<file path="src/hdl/esd_pkg.sv">
// ----------------------------------------------------------------------------
// esd_pkg
// Shared types, character codes and helpers for the escaped string decoder.
// ----------------------------------------------------------------------------
package esd_pkg;

    // Field widths
    localparam int CHAR_W = 8;
    localparam int LEN_W  = 9;

    // Hard cap on data bytes kept per string
    localparam logic [LEN_W-1:0] MAX_BYTES = 9'd256;

    // Result kinds
    localparam logic KIND_DATA = 1'b0;
    localparam logic KIND_END  = 1'b1;

    // Characters recognized after a backslash
    localparam logic [CHAR_W-1:0] CH_BSLASH = 8'h5C;
    localparam logic [CHAR_W-1:0] CH_QUOTE  = 8'h22;
    localparam logic [CHAR_W-1:0] CH_N      = 8'h6E;
    localparam logic [CHAR_W-1:0] CH_R      = 8'h72;
    localparam logic [CHAR_W-1:0] CH_T      = 8'h74;
    localparam logic [CHAR_W-1:0] CH_E      = 8'h65;
    localparam logic [CHAR_W-1:0] CH_X      = 8'h78;
    localparam logic [CHAR_W-1:0] CH_0      = 8'h30;
    localparam logic [CHAR_W-1:0] CH_7      = 8'h37;
    localparam logic [CHAR_W-1:0] CH_9      = 8'h39;
    localparam logic [CHAR_W-1:0] CH_LA     = 8'h61;
    localparam logic [CHAR_W-1:0] CH_LF     = 8'h66;
    localparam logic [CHAR_W-1:0] CH_UA     = 8'h41;
    localparam logic [CHAR_W-1:0] CH_UF     = 8'h46;

    // Decoded values of the named escapes
    localparam logic [CHAR_W-1:0] BYTE_LF  = 8'h0A;
    localparam logic [CHAR_W-1:0] BYTE_CR  = 8'h0D;
    localparam logic [CHAR_W-1:0] BYTE_TAB = 8'h09;
    localparam logic [CHAR_W-1:0] BYTE_ESC = 8'h1B;

    // One result beat
    typedef struct packed {
        logic              kind;
        logic [CHAR_W-1:0] data_byte;
        logic [LEN_W-1:0]  total_length;
    } result_t;

    typedef struct packed {
        logic       ok;
        logic [3:0] val;
    } hex_t;

    // Hex digit value of a character, ok low if not a hex digit
    function automatic hex_t hex_digit(input logic [CHAR_W-1:0] c);
        hex_t h;
        h.ok  = 1'b1;
        h.val = 4'd0;
        if (c >= CH_0 && c <= CH_9)
        begin
            h.val = 4'(c - CH_0);
        end
        else if (c >= CH_LA && c <= CH_LF)
        begin
            h.val = 4'(c - CH_LA + 8'd10);
        end
        else if (c >= CH_UA && c <= CH_UF)
        begin
            h.val = 4'(c - CH_UA + 8'd10);
        end
        else
        begin
            h.ok = 1'b0;
        end
        return h;
    endfunction

    function automatic logic is_octal(input logic [CHAR_W-1:0] c);
        return (c >= CH_0) && (c <= CH_7);
    endfunction

endpackage

</file>
<file path="src/hdl/esd_if.sv">
// ----------------------------------------------------------------------------
// esd_if
// Valid/ready channels of the escaped string decoder: characters in,
// results out, and the max_length register write port.
// ----------------------------------------------------------------------------
interface esd_char_if
    import esd_pkg::*;
();
    logic              valid;
    logic              ready;
    logic [CHAR_W-1:0] char_in;
    logic              is_final;

    modport source (output valid, output char_in, output is_final, input ready);
    modport sink   (input valid, input char_in, input is_final, output ready);
endinterface

interface esd_result_if
    import esd_pkg::*;
();
    logic              valid;
    logic              ready;
    logic              kind;
    logic [CHAR_W-1:0] data_byte;
    logic [LEN_W-1:0]  total_length;

    modport source (output valid, output kind, output data_byte, output total_length,
                    input ready);
    modport sink   (input valid, input kind, input data_byte, input total_length,
                    output ready);
endinterface

interface esd_cfg_if
    import esd_pkg::*;
();
    logic             valid;
    logic             ready;
    logic [LEN_W-1:0] data;

    modport source (output valid, output data, input ready);
    modport sink   (input valid, input data, output ready);
endinterface

</file>
<file path="src/hdl/escaped_string_decoder.sv">
// ----------------------------------------------------------------------------
// escaped_string_decoder
// Decodes a C-style escaped string, one character per beat, into data bytes
// followed by an end beat that carries the string length.
// ----------------------------------------------------------------------------
//  channel   dir  payload                              beat accepted when
//  chars     in   char_in[7:0], is_final               valid && ready
//  results   out  kind, data_byte[7:0], total_length   valid && ready
//  cfg       in   data[8:0] -> max_length              valid && ready (always)
//
//  A character is captured into an input register, decoded into a
//  registered bundle of 0..3 result beats, and the bundle drains one beat per
//  cycle while results are ready. The next character is decoded once the
//  bundle is empty or its last beat is taken; the single result port sets
//  the pace. Reset returns the decoder to plain text, clears the count and
//  sets max_length to 256. Backpressure on results stalls the bundle and
//  then the input register; nothing is dropped.
// ----------------------------------------------------------------------------
module escaped_string_decoder
    import esd_pkg::*;
(
    input  logic           clk,
    input  logic           rst_n,
    esd_char_if.sink       chars,
    esd_result_if.source   results,
    esd_cfg_if.sink        cfg
);

    typedef enum logic [2:0] {
        MODE_NORMAL,
        MODE_ESC,
        MODE_HEX0,
        MODE_HEX1,
        MODE_OCT1,
        MODE_OCT2
    } mode_t;

    // Control state
    mode_t            mode_reg, mode_next;
    logic [LEN_W-1:0] pend_reg, pend_next;
    logic [LEN_W-1:0] count_reg, count_next;
    logic [LEN_W-1:0] max_len_reg;
    logic             in_valid_reg;
    logic             bun_valid_reg;
    logic [1:0]       bun_cnt_reg;
    logic [1:0]       bun_idx_reg;

    // Payload
    logic [CHAR_W-1:0] char_reg;
    logic              fin_reg;
    result_t           bun_reg [3];

    // Decode outputs
    result_t          slot_next [3];
    logic [1:0]       n_next;

    logic bun_last;
    logic bun_free;
    logic advance;
    logic in_fire;

    // Handshakes
    assign bun_last  = (bun_idx_reg == bun_cnt_reg - 2'd1);
    assign bun_free  = !bun_valid_reg || (results.ready && bun_last);
    assign advance   = in_valid_reg && bun_free;
    assign chars.ready = !in_valid_reg || advance;
    assign in_fire   = chars.valid && chars.ready;
    assign cfg.ready = 1'b1;

    // Output beat select
    assign results.valid        = bun_valid_reg;
    assign results.kind         = bun_reg[bun_idx_reg].kind;
    assign results.data_byte    = bun_reg[bun_idx_reg].data_byte;
    assign results.total_length = bun_reg[bun_idx_reg].total_length;

    // Decode one character into up to three result beats
    always_comb
    begin
        logic              want  [3];
        logic [CHAR_W-1:0] cand  [3];
        logic [LEN_W-1:0]  limit;
        logic [LEN_W-1:0]  cnt;
        logic [1:0]        n;
        hex_t              h;
        logic              oct;

        want[0] = 1'b0;
        want[1] = 1'b0;
        want[2] = 1'b0;
        cand[0] = '0;
        cand[1] = '0;
        cand[2] = '0;
        mode_next = MODE_NORMAL;
        pend_next = pend_reg;
        h   = hex_digit(char_reg);
        oct = is_octal(char_reg);

        // Slot 0: flushed digit value, slot 1: byte from this character
        unique case (mode_reg)
            MODE_ESC:
            begin
                priority if (char_reg == CH_BSLASH)
                begin
                    want[1] = 1'b1; cand[1] = CH_BSLASH;
                end
                else if (char_reg == CH_QUOTE)
                begin
                    want[1] = 1'b1; cand[1] = CH_QUOTE;
                end
                else if (char_reg == CH_N)
                begin
                    want[1] = 1'b1; cand[1] = BYTE_LF;
                end
                else if (char_reg == CH_R)
                begin
                    want[1] = 1'b1; cand[1] = BYTE_CR;
                end
                else if (char_reg == CH_T)
                begin
                    want[1] = 1'b1; cand[1] = BYTE_TAB;
                end
                else if (char_reg == CH_E)
                begin
                    want[1] = 1'b1; cand[1] = BYTE_ESC;
                end
                else if (char_reg == CH_X)
                begin
                    mode_next = MODE_HEX0;
                end
                else if (oct)
                begin
                    pend_next = LEN_W'(char_reg - CH_0);
                    mode_next = MODE_OCT1;
                end
                else
                begin
                    // unknown escape: backslash dropped, char taken as text
                    want[1] = 1'b1; cand[1] = char_reg;
                end
            end
            MODE_HEX0:
            begin
                if (h.ok)
                begin
                    pend_next = LEN_W'(h.val);
                    mode_next = MODE_HEX1;
                end
                else if (char_reg == CH_BSLASH)
                begin
                    mode_next = MODE_ESC;
                end
                else
                begin
                    want[1] = 1'b1; cand[1] = char_reg;
                end
            end
            MODE_HEX1:
            begin
                if (h.ok)
                begin
                    want[1] = 1'b1; cand[1] = {pend_reg[3:0], h.val};
                end
                else
                begin
                    want[0] = 1'b1; cand[0] = pend_reg[CHAR_W-1:0];
                    if (char_reg == CH_BSLASH)
                        mode_next = MODE_ESC;
                    else
                    begin
                        want[1] = 1'b1; cand[1] = char_reg;
                    end
                end
                pend_next = '0;
            end
            MODE_OCT1:
            begin
                if (oct)
                begin
                    pend_next = {pend_reg[5:0], char_reg[2:0]};
                    mode_next = MODE_OCT2;
                end
                else
                begin
                    want[0] = 1'b1; cand[0] = pend_reg[CHAR_W-1:0];
                    pend_next = '0;
                    if (char_reg == CH_BSLASH)
                        mode_next = MODE_ESC;
                    else
                    begin
                        want[1] = 1'b1; cand[1] = char_reg;
                    end
                end
            end
            MODE_OCT2:
            begin
                if (oct)
                begin
                    want[1] = 1'b1; cand[1] = {pend_reg[4:0], char_reg[2:0]};
                end
                else
                begin
                    want[0] = 1'b1; cand[0] = pend_reg[CHAR_W-1:0];
                    if (char_reg == CH_BSLASH)
                        mode_next = MODE_ESC;
                    else
                    begin
                        want[1] = 1'b1; cand[1] = char_reg;
                    end
                end
                pend_next = '0;
            end
            default:
            begin
                if (char_reg == CH_BSLASH)
                    mode_next = MODE_ESC;
                else
                begin
                    want[1] = 1'b1; cand[1] = char_reg;
                end
            end
        endcase

        // Slot 2: digits still pending at end of string
        if (fin_reg && (mode_next == MODE_HEX1 || mode_next == MODE_OCT1 ||
                        mode_next == MODE_OCT2))
        begin
            want[2] = 1'b1;
            cand[2] = pend_next[CHAR_W-1:0];
        end

        // Pack candidates that fit under the length limit
        limit = (max_len_reg < MAX_BYTES) ? max_len_reg : MAX_BYTES;
        cnt   = count_reg;
        n     = 2'd0;
        for (int i = 0; i < 3; i++)
        begin
            slot_next[i] = '0;
        end
        for (int i = 0; i < 3; i++)
        begin
            if (want[i] && (cnt < limit))
            begin
                slot_next[n] = '{kind: KIND_DATA, data_byte: cand[i], total_length: '0};
                n   = n + 2'd1;
                cnt = cnt + 9'd1;
            end
        end

        // End beat and clear for the next string
        count_next = cnt;
        if (fin_reg)
        begin
            slot_next[n] = '{kind: KIND_END, data_byte: '0, total_length: cnt};
            n          = n + 2'd1;
            count_next = '0;
            mode_next  = MODE_NORMAL;
            pend_next  = '0;
        end
        n_next = n;
    end

    // Control registers
    always_ff @(posedge clk or negedge rst_n)
    begin
        if (!rst_n)
        begin
            mode_reg      <= MODE_NORMAL;
            pend_reg      <= '0;
            count_reg     <= '0;
            max_len_reg   <= MAX_BYTES;
            in_valid_reg  <= 1'b0;
            bun_valid_reg <= 1'b0;
            bun_cnt_reg   <= 2'd0;
            bun_idx_reg   <= 2'd0;
        end
        else
        begin
            if (cfg.valid)
                max_len_reg <= cfg.data;

            // input register
            if (in_fire)
                in_valid_reg <= 1'b1;
            else if (advance)
                in_valid_reg <= 1'b0;

            // decode and bundle
            if (advance)
            begin
                mode_reg      <= mode_next;
                pend_reg      <= pend_next;
                count_reg     <= count_next;
                bun_valid_reg <= (n_next != 2'd0);
                bun_cnt_reg   <= n_next;
                bun_idx_reg   <= 2'd0;
            end
            else if (bun_valid_reg && results.ready)
            begin
                if (bun_last)
                    bun_valid_reg <= 1'b0;
                else
                    bun_idx_reg <= bun_idx_reg + 2'd1;
            end
        end
    end

    // Payload registers
    always_ff @(posedge clk)
    begin
        if (in_fire)
        begin
            char_reg <= chars.char_in;
            fin_reg  <= chars.is_final;
        end
        if (advance)
        begin
            for (int i = 0; i < 3; i++)
            begin
                bun_reg[i] <= slot_next[i];
            end
        end
    end

endmodule

</file>
<file path="src/flat_wrapper.sv">
// flat-port wrapper written by rule: the top's interface ports become plain ports
module escaped_string_decoder_flat import esd_pkg::*;
  (clk, rst_n, chars_valid, chars_char_in, chars_is_final, chars_ready, results_valid, results_kind, results_data_byte, results_total_length, results_ready, cfg_valid, cfg_data, cfg_ready);
  esd_char_if chars_i ();
  esd_result_if results_i ();
  esd_cfg_if cfg_i ();
  input  logic clk;
  input  logic rst_n;
  input wire logic [$bits(chars_i.valid)-1:0] chars_valid;
  input wire logic [$bits(chars_i.char_in)-1:0] chars_char_in;
  input wire logic [$bits(chars_i.is_final)-1:0] chars_is_final;
  output wire logic [$bits(chars_i.ready)-1:0] chars_ready;
  output wire logic [$bits(results_i.valid)-1:0] results_valid;
  output wire logic [$bits(results_i.kind)-1:0] results_kind;
  output wire logic [$bits(results_i.data_byte)-1:0] results_data_byte;
  output wire logic [$bits(results_i.total_length)-1:0] results_total_length;
  input wire logic [$bits(results_i.ready)-1:0] results_ready;
  input wire logic [$bits(cfg_i.valid)-1:0] cfg_valid;
  input wire logic [$bits(cfg_i.data)-1:0] cfg_data;
  output wire logic [$bits(cfg_i.ready)-1:0] cfg_ready;
  assign chars_i.valid = chars_valid;
  assign chars_i.char_in = chars_char_in;
  assign chars_i.is_final = chars_is_final;
  assign chars_ready = chars_i.ready;
  assign results_valid = results_i.valid;
  assign results_kind = results_i.kind;
  assign results_data_byte = results_i.data_byte;
  assign results_total_length = results_i.total_length;
  assign results_i.ready = results_ready;
  assign cfg_i.valid = cfg_valid;
  assign cfg_i.data = cfg_data;
  assign cfg_ready = cfg_i.ready;
  escaped_string_decoder u_core (.clk(clk), .rst_n(rst_n), .chars(chars_i), .results(results_i), .cfg(cfg_i));
endmodule
</file>
<file path="config.mk">
export PLATFORM = sky130hd
export DESIGN_NAME = escaped_string_decoder_flat
export DESIGN_NICKNAME = d
export VERILOG_FILES = /design/src/hdl/esd_pkg.sv /design/src/hdl/esd_if.sv /design/src/hdl/escaped_string_decoder.sv /design/src/flat_wrapper.sv
export SDC_FILE = /design/constraint.sdc
export NUM_CORES = 1
export LEC_CHECK = 0
export ABC_AREA = 0
export BUFFER_PORTS_ARGS = -buffer_cell sky130_fd_sc_hd__buf_2
export CORE_ASPECT_RATIO = 0.5
export CORE_MARGIN = 1.5
export CORE_UTILIZATION = 65
export DETAILED_ROUTE_END_ITERATION = 16
export PLACE_DENSITY_LB_ADDON = 0.2
export SKIP_LAST_GASP = 1
export SLEW_MARGIN = 15
export SYNTH_ARGS = -nofsm -noshare
export SYNTH_HDL_FRONTEND = slang
export SYNTH_SLANG_ARGS = --single-unit
export TNS_END_PERCENT = 50
</file>
<file path="constraint.sdc">
create_clock -name clk -period 13.19 [get_ports clk]
set_input_delay 2.638 -clock clk [delete_from_list [all_inputs] [get_ports clk]]
set_output_delay 2.638 -clock clk [all_outputs]
set_load 0.1 [all_outputs]
</file>
### Word level (Yosys, flattened, before mapping)

Memory sizes are Yosys's and may differ from the RTL's.
Cells that the tools add are included.

* flip-flop bits (word level): 44
* RAM bits: 54
* input port bits: 23
* output and inout bits: 21
* memories kept: 1

* $add $sub $neg: 14
* order comparisons: 17
* equality and inequality tests: 17
* multiplexer cells: 100
* bitwise gates (word level): 3
* reductions and logical operators: 28

Memory list
* u_core.bun_reg: words 3, width 18, rd ports 1, clocked after memory_dff 0, write ports 3, RTL line escaped_string_decoder.sv:51 `result_t bun_reg [3];`

Operators by type and width (number)
* $mux W8: 26
* $bwmux W54: 3
* $mux W54: 3
* $demux W18 S2: 3
* $mux W18: 3
* $eq A8 B7 Y1 const B: 6
* $mux W9: 5
* $pmux W8 S5: 1
* $mux W3: 12
* $pmux W8 S4: 1
* $add A9 B1 Y9 const B: 3
* $lt A9 B9 Y1: 3
* $mux W1: 27
* $pmux W8 S3: 1
* $mux W17: 1
* $ge A8 B7 Y1 const B: 2
* $le A8 B6 Y1 const B: 2
* $le A8 B7 Y1 const B: 2
* $mux W16: 1
* $logic_and A1 B1 Y1: 15
* $pmux W3 S5: 1
* $mux W2: 7
* $eq A3 B3 Y1 const B: 4
* $mux W4: 3
* 24 further kinds: 44

### Longest topological paths before layout

* word-level depth: 25
* gate-level depth with buffers: 37
* depth with buffers taken out: 34

### Worst setup path before layout

No wires, ideal clock.

* kind: reg-to-reg
* start point: reg u_core.char_reg[1]
* end point: mem u_core.bun_reg[2][10] (netlist bit), data pin
* arrival: 7.467 ns
* required time: 13.050 ns
* slack: 5.583 ns
* cell stages (with the launch flop): 36
* clock period less this slack: 7.607 ns
* cell sequence: edfxtp_1 clkbuf_1 inv_1 ha_1 or4b_1 a311oi_2 a21oi_1 nor4_2 o21a_1 buf_4 inv_2 clkbuf_1 nor4_1 xor2_1 ha_1 o21ai_0 a21oi_1 or3b_1 nor2_1 nand4_1 xor2_1 inv_1 ha_1 a21o_1 a21o_1 a21oi_1 o211ai_1 a211oi_2 nor2_1 buf_2 mux2i_1 inv_1 ha_1 or3_1 clkbuf_1 nor2_1

RTL lines
* start: declaration: RTL line escaped_string_decoder.sv:49 `logic [CHAR_W-1:0] char_reg;`
* start signal: assignment: RTL line escaped_string_decoder.sv:312 `char_reg <= chars.char_in;`
* end: declaration: RTL line escaped_string_decoder.sv:51

==> results.json <==
{
  "outcome": "completed",
  "path_class": "reg2reg",
  "dieArea_mm2": 0.0113,
  "clk_latency_ps": 350,
  "tritoncts": "done",
  "path_clk_slew_ps": 70,
  "setup_viol": 0,
  "r2r-start": "u_core.max_len_reg[8]",
  "synth_top_cell_area_share_pct": 27.3,
  "cpMaxStageDelayCell": "nor2_1",
  "power_mw": 1.75,
  "crit_path_end_kind": "flip-flop",
  "r2r_cells": 31,
  "timing.fmax_mhz": 108,
  "hp-class": "reg2reg",
  "crit_start": "u_core.max_len_reg[8]",
  "max_stage_delay_ps": 690,
  "path_max_fanout": 17,
  "fin_nets": 849,
  "start_util_pct": 67.3,
  "grt_pass1_wl_um": 30000,
  "globalplace.congestion": 0.996,
  "min-delay-start": "u_core.max_len_reg[3]",
  "worst_pin_slew_ps": 1180,
  "die_h_um": 76.0,
  "drive_gt1_share_pct": 11.5,
  "critPathArrivalTime_ps": 9460,
  "antenna_left": 0,
  "drt-total-wl_um": 18900,
  "ios": 44,
  "via_per_inst": 6.53,
  "ir_drop_uv": 122,
  "rsz0062_at_grt": "false",
  "yosysWarnings": 0,
  "stdcell_count": 929,
  "netlist_top_cells_area": "edfxtp_1, dfrtp_1, ha_1",
  "core_area_mm2": 0.0103,
  "numCtsBuffers": 9,
  "min_period_ps": 9270,
  "dp.cells": 913,
  "dp.final_hpwl_um": 14200,
  "antenna_found_initial": 0,
  "grt_overflow": 0,
  "ys_ff_latch": 98,
  "min_delay_path_depth": 1,
  "syn_area_per_cell_um2": 9.04,
  "diodes": 0,
  "port_buffers": 42,
  "cts_sinks": 98,
  "power_density_mw_per_mm2": 235,
  "synth-seq-area-share_pct": 40.0,
  "largest_reg_flops": 54,
  "synth_edf_count": 63,
  "leakagePower_nw": 2.98,
  "htree_levels": 3,
  "wl_per_cell_um": 20.3,
  "syn_inst": 765,
  "yosysMostFrequentCell": "nor2_1",
  "worst_hold_slack_ps": 511,
  "drc": 0,
  "cts_root_buf": "clkbuf_16",
  "die_w_um": 149,
  "async_flop_share_pct": 35.7,
  "clock_skew_ps": 14.2,
  "syn_nets": 830,
  "clockBufferDepth": 2,
  "synth_common_cells": "nor2_1, nand2_1, edfxtp_1, o21ai_0, ha_1",
  "yosys_most_used_dff": "edfxtp_1",
  "fin_tns_setup_ps": 0,
  "drt-initial-drc-count": 676,
  "rows": 26,
  "area_growth_pct": 7.72,
  "grt_pass1_vias": 5453,
  "cap_violations": 0,
  "first_pass_iters": 8,
  "drv_slew": 0,
  "synth_area_mm2": 0.00692,
  "synth_cell_type_count": 76,
  "hold_viol": 0,
  "max_slew_margin_pct": 21.7,
  "grt_usage_pct": 34.7,
  "cts_hold_buf": 0,
  "cts_setup_buffers": 0,
  "grt_max_degree": 62,
  "cp_data_required_time_ps": 13370,
  "cp-start-kind": "flip-flop",
  "synth_top_area_cell": "edfxtp_1",
  "min_period_over_period_pct": 70.3,
  "post_cts_resized": 0,
  "vias": 6065
}
[metrics by stage]
step	setup slack [ps]	utilization (%)	cell area, µm²
after global placement	4510	69.7	7170
after detailed placement	4120	69.7	7170
after CTS	4050	72.5	7450
after floorplan	5580	-	6920
final	3920	72.5	7450
after global routing	3250	72.5	7450
[power breakdown]
group / switching [mW] / internal, mW / total [mW]
combinational: 0.713 / 0.236 / 0.950
sequential: 0.107 / 0.441 / 0.548
clock: 0.122 / 0.131 / 0.253
total: 0.942 / 0.808 / 1.75
[area by class of cell]
class	count	area [µm²]
sequential	98	2770
multi-input combinational	596	3870
tap	140	175
clock inverter	7	60.1
inverter	35	131
clock buffer	9	225
fill	789	2830
timing repair buffer	44	225
[path summary, 6_finish.rpt]
| path | to | slack [ps] |
|---|---|---|
| max | u_core.bun_reg[0][12] | 3920 |
| min | u_core.max_len_reg[3] | 510 |
| max reg2reg | u_core.bun_reg[0][12] | 3920 |
| min reg2reg | u_core.max_len_reg[3] | 510 |
| max in group asynchronous | u_core.max_len_reg[0] | 10210 |
| min in group asynchronous | u_core.count_reg[0] | 2410 |
[logic make-up (layout without fill, tap and decap cells)]
logic type	count (synthesis)	count (layout)	share of synthesized area, %
AOI/OAI and AO/OA	202	202	19.7
xor gates and xnor gates	30	30	3.80
adders and majority gates	42	42	7.60
buffers and inverters	71	95	4.09
DFF	98	98	40.0
muxes	36	36	5.41
other	1	1	0.0542
and+or+nand+nor	285	285	19.4
[critical path: cells and delay by family (launching register included)]
family | cells | cell delay, ps
AOI/OAI and AO/OA | 12 | 2620
xor gates and xnor gates | 2 | 600
adders and majority gates | 4 | 1180
buffers and inverters | 4 | 1090
DFF | 1 | 530
muxes | 1 | 290
and+or+nand+nor | 8 | 2810
[layout by cell type (no fill, tap or decap), types with 4 or more instances in the layout]
master,instances
inv_2,4
a31oi_1,4
o21ai_0,58
buf_2,42
o31ai_1,5
o211ai_1,4
inv_1,29
clkbuf_16,9
a22o_1,9
nor4_1,6
mux2i_1,25
ha_1,42
edfxtp_1,63
mux2_2,11
a221o_1,6
a21oi_1,40
o21a_1,4
dfrtp_1,34
nor3_1,16
nand2_1,92
o22ai_1,6
a21o_1,6
xnor2_1,22
nand3_1,11
or3_1,6
nand2b_1,7
nor2_1,97
nor2b_1,7
xor2_1,8
o21ai_1,5
a222oi_1,4
and2_1,8
a211oi_1,6
a22oi_1,7
a221oi_1,7
and3_1,5
o21bai_1,4
nand4_1,8
[metal layers]
| layer | global-route usage (%) | wire, µm | vias up |
|---|---|---|---|
| met4 | 4.46 | 116 | 0 |
| met5 | 0 | 0 | - |
| met1 | 55.1 | 8920 | 2860 |
| met2 | 47.5 | 7580 | 343 |
| met3 | 10.0 | 2280 | 14 |
| li1 | - | - | 2848 |
(Power assumes the default switching activity.)
